`config.mk`:
```
export PLATFORM = sky130hd
export DESIGN_NAME = elcp_div_cell
export DESIGN_NICKNAME = d
export VERILOG_FILES = /design/src/rtl/core/elcp_pkg.sv /design/src/rtl/core/elcp_div_cell.sv
export SDC_FILE = /design/constraint.sdc
export NUM_CORES = 1
export LEC_CHECK = 0
export BUFFER_PORTS_ARGS = -buffer_cell sky130_fd_sc_hd__buf_2
export CORE_AREA = 5 5 371 373
export DETAILED_ROUTE_END_ITERATION = 16
export DIE_AREA = 0 0 376 378
export GPL_TIMING_DRIVEN = 0
export HOLD_SLACK_MARGIN = 0.05
export PLACE_DENSITY = 0.44
export SYNTH_ARGS = -nofsm -noshare
export SYNTH_HDL_FRONTEND = slang
export SYNTH_SLANG_ARGS = --single-unit
```
`constraint.sdc`:
```
create_clock -name clk -period 0.8 [get_ports clk]
set_input_delay 0.04 -clock clk [delete_from_list [all_inputs] [get_ports clk]]
set_output_delay 0.04 -clock clk [all_outputs]
set_load 0.05 [all_outputs]
```
`src/rtl/core/elcp_pkg.sv`:
```
// Shared types, widths and the output saturation function of the edge projection.
// No dependencies.
package elcp_pkg;

	localparam int S_W        = 66;
	localparam int ROOT_W     = 35;
	localparam int TRIAL_W    = 72;
	localparam int NUM_W      = 96;
	localparam int FRAC_SHIFT = 17;
	localparam int DEN_W      = ROOT_W + FRAC_SHIFT;
	localparam int Q_W        = 33;
	localparam int PIPE_DEPTH = 4 + ROOT_W + 1 + Q_W + 1;

	typedef logic [NUM_W-1:0] num_t;

	typedef struct packed {
		logic        ign;
		logic        degen;
		logic [15:0] va;
		logic [15:0] vb;
		logic [2:0]  pos;
	} meta_t;

	typedef struct packed {
		meta_t      meta;
		num_t [2:0] num;
	} sq_side_t;

	typedef struct packed {
		logic           sat;
		logic [Q_W-1:0] q;
		num_t           rem;
	} div_axis_t;

	typedef div_axis_t [2:0] div_axes_t;

	function automatic logic [31:0] axis_result(input logic pos, input div_axis_t a);
		logic [Q_W-1:0] mag;
		logic [Q_W-1:0] neg;
		mag = a.sat ? {1'b1, 32'h0} : a.q;
		if (pos) begin
			if (mag > {1'b0, 32'h8000_0000}) mag = {1'b0, 32'h8000_0000};
			neg = ~mag + {{(Q_W-1){1'b0}}, 1'b1};
			return neg[31:0];
		end
		if (mag > {1'b0, 32'h7FFF_FFFF}) mag = {1'b0, 32'h7FFF_FFFF};
		return mag[31:0];
	endfunction

endpackage

```
`src/rtl/core/elcp_div_cell.sv`:
```
// One quotient bit of the three-axis restoring divider chain.
// Depends on elcp_pkg.
module elcp_div_cell #(
	parameter int BIT = 0
) (
	input  logic                       clk,
	input  logic                       arst_n,
	input  logic                       in_valid,
	input  elcp_pkg::meta_t            in_meta,
	input  logic [elcp_pkg::DEN_W-1:0] in_den,
	input  elcp_pkg::div_axes_t        in_axes,
	output logic                       out_valid,
	output elcp_pkg::meta_t            out_meta,
	output logic [elcp_pkg::DEN_W-1:0] out_den,
	output elcp_pkg::div_axes_t        out_axes
);
	elcp_pkg::num_t      trial;
	elcp_pkg::div_axes_t nxt;

	assign trial = elcp_pkg::NUM_W'(in_den) << BIT;

	always_comb begin
		nxt = in_axes;
		for (int i = 0; i < 3; i++) begin
			if (!in_axes[i].sat && in_axes[i].rem >= trial) begin
				nxt[i].rem    = in_axes[i].rem - trial;
				nxt[i].q[BIT] = 1'b1;
			end
		end
	end

	always_ff @(posedge clk or negedge arst_n) begin
		if (!arst_n) out_valid <= 1'b0;
		else out_valid <= in_valid;
	end

	always_ff @(posedge clk) begin
		out_meta <= in_meta;
		out_den  <= in_den;
		out_axes <= nxt;
	end
endmodule

```
==> flow_metrics.tcl <==
set metrics [dict create \
    status "finished, violations left" \
    failed_checks "hold timing, setup timing" \
    max_slew_margin_pct 29.3 \
    critical_path_required_ns 1.32 \
    remaining_drc_errors 0 \
    cts_root_buf "sky130_fd_sc_hd__clkbuf_16" \
    drt_pass1_iterations 5 \
    grt_max_degree 14 \
    vdd.ir_drop.worst_mv 1.11 \
    min_period_ns 3.44 \
    rows 135 \
    synth-edff-count 0 \
    synth_top_cells_by_area "sky130_fd_sc_hd__dfxtp_1, sky130_fd_sc_hd__ha_1, sky130_fd_sc_hd__xor2_1, sky130_fd_sc_hd__o21ai_0, sky130_fd_sc_hd__nand2_1" \
    post-dp-hpwl_mm 135 \
    power_density_nw_per_um2 1910 \
    detailroute.via_count 29100 \
    clockBufferDepth 3 \
    timing.hold.worst.class "in -> reg" \
    coreArea_sq_um 134000 \
    wirelength_mm 168 \
    htree_levels 3 \
    io-pin-count 962 \
    timing.fmax_mhz 290 \
    n_fill_cell 14000 \
    tns_ns -913.98 \
    die_y_extent_microns 378 \
    synthCells 2773 \
    via_per_inst 4.47 \
    grt_setup_unrepaired "true" \
    setup_ws_ns -2.64 \
    synth_area_leader_cell "sky130_fd_sc_hd__dfxtp_1" \
    place_inst 5515 \
    worst-slew-pin-transition_ns 1.06 \
    clk_pin_slew_worst_paths_ns 0.06 \
    global_route.usage.total_pct 21.9 \
    layout.cells.most_common "sky130_fd_sc_hd__buf_2" \
    cts_tree "yes" \
    avg_wl_per_cell_microns 25.9 \
    finish.net_count 5278 \
    hold_viol_final 58 \
    initial_utilization_pct 17.8 \
    grt_first_pass_wirelength_mm 220 \
    numPortBuffers 961 \
    post_synth_instance_area_sq_um 23900 \
    final-instance-count-excl-fill 6499 \
    synth_nets 3414 \
    count_of_distinct_cell_types_in_the_synthesized_netlist 71 \
    fraction_of_registers_with_async_set_reset_pct 0.208 \
    post-route-period-util_pct 430 \
    die_x_microns 376 \
    yosysWarnings 0 \
    worstSetupPathType "in -> reg" \
    critical_path_arrival_ns 3.96 \
    first_iter_violations 1573 \
    final.hold.worst_slack_ns -0.491 \
    synth_top_flop_cell "sky130_fd_sc_hd__dfxtp_1" \
    cts_num_sinks 480 \
    cts-buffers-inserted 66 \
    timing.critical_path.fanout_max 6 \
    power.total_w 0.0883 \
    cellLeakagePower_nw 19.9 \
    die_area_sq_um 142000 \
    synth_top_area_share_pct 40.2 \
    finalMaxSlewViolations 0 \
    endpoint_type_of_the_worst_setup_path "flop" \
    crit_path_start_kind "primary input" \
    layout.cells.most_common_list "sky130_fd_sc_hd__buf_2, sky130_fd_sc_hd__dlygate4sd3_1, sky130_fd_sc_hd__dfxtp_1" \
    drive_above_1_share_pct 41.1 \
    max_cap_viol_count 0 \
    ys_seq_elements 480 \
    areaGrowthSynthToFinish_pct 93.3 \
    synth.yosys.seq_area_share_pct 40.3 \
    grt_antenna_before_repair 104 \
    first_global_vias 28700 \
    gp_congestion 0.902 \
    final_core_utilization_pct 34.4 \
    setup_violations 772 \
    grt.overflow.total 0 \
    ant_nets 0 \
    syn_avg_cell_area_sq_um 8.61 \
]
routing by layer:
metal	share of wire [%]	wire (microns)	track usage (%)
met1	38	64800	24.9
met2	47	79900	37.5
met3	9.6	16200	8.23
met4	4.3	7250	8.38
met5	0.14	234	0
worst paths after layout:
| path | startpoint | end | slack, ns | cells past startpoint |
|---|---|---|---|---|
| min | in_den[51] | out_den[51] | -0.49 | 1 |
| max | in_axes[200] | out_axes[131] | -2.64 | 14 |
| min in group asynchronous | arst_n | out_valid | 0.24 | 3 |
| max in group asynchronous | arst_n | out_valid | 0.46 | 3 |
synth_stat cells, types with 23 or more instances:
| cell | instances |
|---|---|
| sky130_fd_sc_hd__nand2b_1 | 23 |
| sky130_fd_sc_hd__o21bai_1 | 28 |
| sky130_fd_sc_hd__o21ai_0 | 253 |
| sky130_fd_sc_hd__clkbuf_1 | 103 |
| sky130_fd_sc_hd__nor2_1 | 170 |
| sky130_fd_sc_hd__nor4_1 | 49 |
| sky130_fd_sc_hd__nor3_1 | 88 |
| sky130_fd_sc_hd__xor2_1 | 163 |
| sky130_fd_sc_hd__a21oi_1 | 190 |
| sky130_fd_sc_hd__xnor2_1 | 109 |
| sky130_fd_sc_hd__nand3_1 | 42 |
| sky130_fd_sc_hd__nand2_1 | 324 |
| sky130_fd_sc_hd__or3_1 | 35 |
| sky130_fd_sc_hd__dfxtp_1 | 479 |
| sky130_fd_sc_hd__a21o_1 | 73 |
| sky130_fd_sc_hd__ha_1 | 156 |
| sky130_fd_sc_hd__nand4_1 | 77 |
| sky130_fd_sc_hd__a211oi_1 | 31 |
| sky130_fd_sc_hd__inv_1 | 97 |
final cells by class:
type	count	area, sq um	share of cell area [%]
clock inverters	36	483	1.05
well taps	1781	2230	4.83
inverters	97	518	1.12
multi-input cells	2079	17000	36.9
plain buffers	87	1000	2.17
repair buffers	1826	13400	29.1
diodes	31	77.6	0.168
flip-flops and latches	480	9610	20.8
clock buffers	82	1760	3.82
power breakdown:
group	internal (W)	total (W)	switching, W
Combinational	0.0108	0.0306	0.0199
Clock	0.0183	0.0311	0.0128
Sequential	0.0260	0.0266	0.000584
Total	0.0550	0.0883	0.0333
stage by stage:
stage               setup WS (ns)  instance area [sq um]
floorplan                   -2.39                  25300
global placement            -4.47                  32300
detailed placement          -4.42                  32300
CTS                         -2.71                  42400
global route                -2.67                  46100
finish                      -2.64                  46100
worst max-delay path: stages:
cell and delay [ns]:
sky130_fd_sc_hd__buf_2 0.09, sky130_fd_sc_hd__dlygate4sd3_1 0.59, sky130_fd_sc_hd__or4_4 0.57, sky130_fd_sc_hd__or3_4 0.44, sky130_fd_sc_hd__or4_4 0.50, sky130_fd_sc_hd__buf_8 0.16
sky130_fd_sc_hd__nor4_4 0.31, sky130_fd_sc_hd__a21o_1 0.17, sky130_fd_sc_hd__a31o_4 0.17, sky130_fd_sc_hd__buf_12 0.13, sky130_fd_sc_hd__clkbuf_16 0.15, sky130_fd_sc_hd__buf_8 0.12
sky130_fd_sc_hd__buf_12 0.15, sky130_fd_sc_hd__mux2_2 0.34
logic make-up (layout without fill, tap and decap cells):
group                      Yosys count  after routing  synth area share, %
and+or+nand+nor                    917            917                 19.0
AOI/OAI and AO/OA                  722            722                 18.4
DFF                                480            480                 40.3
xor gates and xnor gates           272            272                 9.98
buffers and inverters              214           2128                 3.43
adders and majority gates          159            159                 8.43
muxes                                9              9                0.425
other                                0             31                    0
sequential cells by signal, summed over array words and instances, names as in the netlist:
signal     cells
out_valid      1
out_axes     390
out_den       52
out_meta      37
repair_timing:
action	CTS	global route
setup endpoints to repair	771	771
gates cloned	0	7
gates resized for setup	263	499
hold endpoints to repair	481	168
pin swaps	76	154
setup buffers	95	164
hold buffers	584	94
No activity file was read; power rests on OpenSTA's default activity.
