File: src/rtl/core/elcp_pkg.sv
// Shared types, widths and the output saturation function of the edge projection.
// No dependencies.
package elcp_pkg;

	localparam int S_W        = 66;
	localparam int ROOT_W     = 35;
	localparam int TRIAL_W    = 72;
	localparam int NUM_W      = 96;
	localparam int FRAC_SHIFT = 17;
	localparam int DEN_W      = ROOT_W + FRAC_SHIFT;
	localparam int Q_W        = 33;
	localparam int PIPE_DEPTH = 4 + ROOT_W + 1 + Q_W + 1;

	typedef logic [NUM_W-1:0] num_t;

	typedef struct packed {
		logic        ign;
		logic        degen;
		logic [15:0] va;
		logic [15:0] vb;
		logic [2:0]  pos;
	} meta_t;

	typedef struct packed {
		meta_t      meta;
		num_t [2:0] num;
	} sq_side_t;

	typedef struct packed {
		logic           sat;
		logic [Q_W-1:0] q;
		num_t           rem;
	} div_axis_t;

	typedef div_axis_t [2:0] div_axes_t;

	function automatic logic [31:0] axis_result(input logic pos, input div_axis_t a);
		logic [Q_W-1:0] mag;
		logic [Q_W-1:0] neg;
		mag = a.sat ? {1'b1, 32'h0} : a.q;
		if (pos) begin
			if (mag > {1'b0, 32'h8000_0000}) mag = {1'b0, 32'h8000_0000};
			neg = ~mag + {{(Q_W-1){1'b0}}, 1'b1};
			return neg[31:0];
		end
		if (mag > {1'b0, 32'h7FFF_FFFF}) mag = {1'b0, 32'h7FFF_FFFF};
		return mag[31:0];
	endfunction

endpackage

File: src/rtl/core/elcp_sqrt_cell.sv
// One bit of the square root chain: tries one root bit and passes the data on.
// Depends on elcp_pkg.
module elcp_sqrt_cell #(
	parameter int BIT = 0
) (
	input  logic                        clk,
	input  logic                        arst_n,
	input  logic                        in_valid,
	input  logic [elcp_pkg::S_W-1:0]    in_rem,
	input  logic [elcp_pkg::ROOT_W-1:0] in_root,
	input  elcp_pkg::sq_side_t          in_side,
	output logic                        out_valid,
	output logic [elcp_pkg::S_W-1:0]    out_rem,
	output logic [elcp_pkg::ROOT_W-1:0] out_root,
	output elcp_pkg::sq_side_t          out_side
);
	logic [elcp_pkg::TRIAL_W-1:0] trial;
	logic                         take;

	assign trial = (elcp_pkg::TRIAL_W'(in_root) << (BIT + 1))
		| (elcp_pkg::TRIAL_W'(1) << (2 * BIT));
	assign take = elcp_pkg::TRIAL_W'(in_rem) >= trial;

	always_ff @(posedge clk or negedge arst_n) begin
		if (!arst_n) out_valid <= 1'b0;
		else out_valid <= in_valid;
	end

	always_ff @(posedge clk) begin
		out_side <= in_side;
		if (take) begin
			out_rem  <= in_rem - trial[elcp_pkg::S_W-1:0];
			out_root <= in_root | (elcp_pkg::ROOT_W'(1) << BIT);
		end else begin
			out_rem  <= in_rem;
			out_root <= in_root;
		end
	end
endmodule

File: config.mk
export PLATFORM = sky130hd
export DESIGN_NAME = elcp_sqrt_cell
export DESIGN_NICKNAME = d
export VERILOG_FILES = /design/src/rtl/core/elcp_pkg.sv /design/src/rtl/core/elcp_sqrt_cell.sv
export SDC_FILE = /design/constraint.sdc
export NUM_CORES = 1
export LEC_CHECK = 0
export ABC_AREA = 1
export BUFFER_PORTS_ARGS = -buffer_cell sky130_fd_sc_hd__buf_2
export CAP_MARGIN = 20
export CORE_AREA = 2 2 337 339
export CTS_CLUSTER_SIZE = 10
export DETAILED_ROUTE_END_ITERATION = 10
export DIE_AREA = 0 0 339 341
export PLACE_DENSITY = 0.38
export SLEW_MARGIN = 20
export SYNTH_ARGS = -nofsm -noshare
export SYNTH_HDL_FRONTEND = slang
export SYNTH_SLANG_ARGS = --single-unit
File: constraint.sdc
create_clock -name clk -period 0.8 [get_ports clk]
set_input_delay 0.04 -clock clk [delete_from_list [all_inputs] [get_ports clk]]
set_output_delay 0.04 -clock clk [all_outputs]
set_load 0.02 [all_outputs]
==> metrics.md <==
| Metric | Value |
|---|---|
| Vias in the first global route | around 18000 |
| Highest-count cells in the layout ignoring fill and taps | dlygate4sd3_1 (552), buf_2 (417), dfxtp_2 (398), buf_6 (366), buf_4 (293) |
| Max_cap viols | 0 |
| First-pass GRT wire length | 169000 um |
| RSZ-0062 raised after global routing | yes |
| Tot GR Track Use | between 20 and 25% |
| Initial antenna violation count | slightly below 90 |
| Setup CP Type | in2reg |
| TritonCTS Sinks | about 430 |
| Syn nets | 2012 |
| Post-synthesis average cell area | a little under 9 um^2 |
| Initial DRC count | 596 |
| Status | complete, but fails checks |
| Num CTS Buffers | 59 |
| Vias/cell | ~3.6 |
| P&R area growth vs syn | 159.0% |
| Failing checks | negative hold slack, negative setup slack |
| PwrDens | 1864 mW/mm^2 |
| Post-route minimum period | between 1 and 1.5 ns |
| Reg area | a little over 0.009 mm^2 |
| Final setup vio count | roughly 500 |
| Worst setup margin | -0.6332 ns |
| Crit path launch type | input pin |
| I/O pin total | ~860 |
| Multi-input logic area | between 0.006 and 0.007 mm^2 |
| Total placed instance area | 0.02278 mm^2 |
| Inst Count DP | about 4200 |
| CP Capture Type | flop |
| Worst hold margin | -0.5089 ns |
| Slew of the pin with the lowest slew margin | about 0.45 ns |
| Rows | approximately 120 |
| Synthesized flop and latch total | between 400 and 500 |
| Placer congestion estimate | approximately 0.91 |
| Fin crit share | 179.1% |
| Die Y | roughly 340 um |
| Slew margin rel. | a little over two thirds |
| Post-detail-place hpwl | around 110000 um |
| H-tree depth | 2 |
| Routed Antenna Nets | 0 |
| Lkg Pwr | roughly 16 nW |
| Register area share after synthesis | 61.92% |
| Cell area after synthesis | 0.01381 mm^2 |
| Fin area | about 0.036 mm^2 |
| Pin count of the biggest net entering global routing | 16 |
| Placeable Area | 0.1119 mm^2 |
| Port Buffers | around 860 |
| Die area | 0.1156 mm^2 |
| TritonCTS clock tree | built |
| Final #Nets | roughly 3800 |
| Distinct cells, synth | 33 |
| Arrival time worst endpoint | about 2 ns |
| Post-route insts no fill | slightly below 5000 |
| Fin. Hold Viols | 20 |
| GRT overflow | 0 |
| Fmax | roughly 0.70 GHz |
| Maximum clock path buffer count | 3 |
| Wirelength per Cell | about 27 um |
| Min-Delay Path Class | in2reg |
| Initial Utilization | around 12% |
| Hold Path Depth | 1 |
| Synth Instances | 1546 |
| Fraction of layout cells with a size suffix above 1 | between 60% and 70% |
| Die X | between 300 and 400 um |
| Total Routed Length | 129800 um |
| Commonest non-fill, non-tap cell in the layout | dlygate4sd3_1 |
| Post-route DRC violation count | 0 |
| Fillers | approximately 12000 |
| CTS Root Cell | clkbuf_16 |
| Via Count | ~17000 |
| Fin Setup TNS | -183.76 ns |
| Peak supply drop | 0.001567 V |
| DR pass1 iterations | 4 |
| CP required | 1.34 ns |
| Yosys Warn Count | 0 |
| CP max FO | 7 |
| Clk slew on worst S/H paths | 0.05 ns |
| Max Slew Vio Count | 0 |
==> cells by family after synthesis <==
| logic type | count (synthesis) | share of synthesized area [%] |
|---|---|---|
| and+or+nand+nor | 714 | 21.24 |
| DFF | 427 | 61.92 |
| buffers and inverters | 242 | 7.038 |
| AOI/OAI and AO/OA | 95 | 4.429 |
| adders and majority gates | 37 | 3.406 |
| xor gates and xnor gates | 31 | 1.966 |
==> critical path, cell delays in order <==
cell and delay, ns:
buf_2 0.12, inv_1 0.12, ha_4 0.25, a21oi_2 0.17, o21ai_1 0.11, inv_2 0.13
nand2_2 0.06, a21oi_2 0.13, nand2_2 0.08, nand2_2 0.10, nand2_4 0.10, buf_8 0.16
buf_12 0.13, buf_16 0.15, nand2_4 0.06, inv_2 0.03
==> metal layers <==
layer / GRT usage (%) / routed length (um) / vias up
met4: 5.380 / 4023 / 54
met5: 0 / 345 / -
li1: - / - / 8327
met1: 24.60 / 50050 / 8138
met2: 34.48 / 57530 / 659
met3: 13.80 / 17880 / 198
==> flip-flops by register name (all words and copies together) (netlist names) <==
register   flops
out_side     325
out_rem       66
out_root      35
out_valid      1
==> path summary, 6_finish.rpt <==
kind                             start     endpoint  slack, ns
min in group asynchronous       arst_n    out_valid       0.24
max in group asynchronous       arst_n    out_valid       0.45
worst max-delay path       in_root[30]  out_rem[48]      -0.63
worst min-delay path        in_root[2]  out_root[2]      -0.51
==> power by group <==
part | switching (mW) | leakage, nW | total, mW | internal [mW]
Combinational | 8.35 | 11.9 | 16.9 | 8.54
Sequential | 0.916 | 3.62 | 23.9 | 23.0
Clock | 10.8 | 0.893 | 25.9 | 15.1
Total | 20.1 | 16.4 | 66.7 | 46.6
==> layout make-up <==
class,instances,share of cell area [%]
Timing Repair Buffer,1731,44.06
Sequential cell,427,25.58
Tap cell,1500,5.245
Multi-Input combinational cell,877,17.25
Clock buffer,77,4.514
Inverter,232,2.553
Antenna cell,20,0.1399
Clock inverter,24,0.6574
==> synth_stat cells <==
| library cell | number | area [um^2] |
|---|---|---|
| nand2_1 | 449 | 1685 |
| dfxtp_1 | 426 | 8528 |
| inv_1 | 222 | 833.3 |
| nor2_1 | 140 | 525.5 |
| nand3_1 | 58 | 290.3 |
| ha_1 | 36 | 450.4 |
| a21oi_1 | 33 | 165.2 |
| xnor2_1 | 24 | 210.2 |
| o21ai_2 | 23 | 201.4 |
| nand4_1 | 17 | 106.4 |
| nor3_1 | 16 | 80.08 |
| o21ai_0 | 15 | 75.07 |
| nand3b_1 | 12 | 90.09 |
| a21oi_2 | 10 | 87.58 |
| inv_2 | 9 | 33.78 |
| o21ai_1 | 9 | 45.04 |
| nor2_2 | 8 | 50.05 |
| buf_6 | 7 | 78.83 |
| xor2_1 | 7 | 61.31 |
| o21bai_1 | 5 | 37.54 |
| nand2_2 | 3 | 18.77 |
| and3_1 | 2 | 12.51 |
| buf_2 | 2 | 10.01 |
| nand2_4 | 2 | 22.52 |
| nor4_1 | 2 | 12.51 |
| or2_2 | 2 | 12.51 |
| and2_1 | 1 | 6.260 |
| buf_4 | 1 | 7.510 |
| dfrtp_1 | 1 | 25.02 |
| fa_1 | 1 | 20.02 |
| inv_6 | 1 | 8.760 |
| nor2_4 | 1 | 11.26 |
| nor3_2 | 1 | 10.01 |
==> per-stage QoR <==
stage,hold WS (ns),power (mW),utilization (%),setup WS (ns)
floorplan,-0.2556,28.26,-,-0.7144
global placement,-0.1860,35.26,20.36,-1.563
detailed placement,-0.1820,35.19,20.36,-1.554
CTS,-0.5473,67.13,31.05,-0.6259
global route,-0.5424,69.49,31.96,-0.7108
finish,-0.5089,66.71,31.98,-0.6332
==> what timing repair did <==
item / in CTS / in global routing
pin swaps: 50 / 86
gates cloned: 6 / 0
hold endpoints to repair: 428 / 28
gates resized for setup: 1590 / 251
hold buffers: 544 / 8
buffers inserted: 30 / 15
setup endpoints to repair: 494 / 494
(Power assumes the default switching activity.)
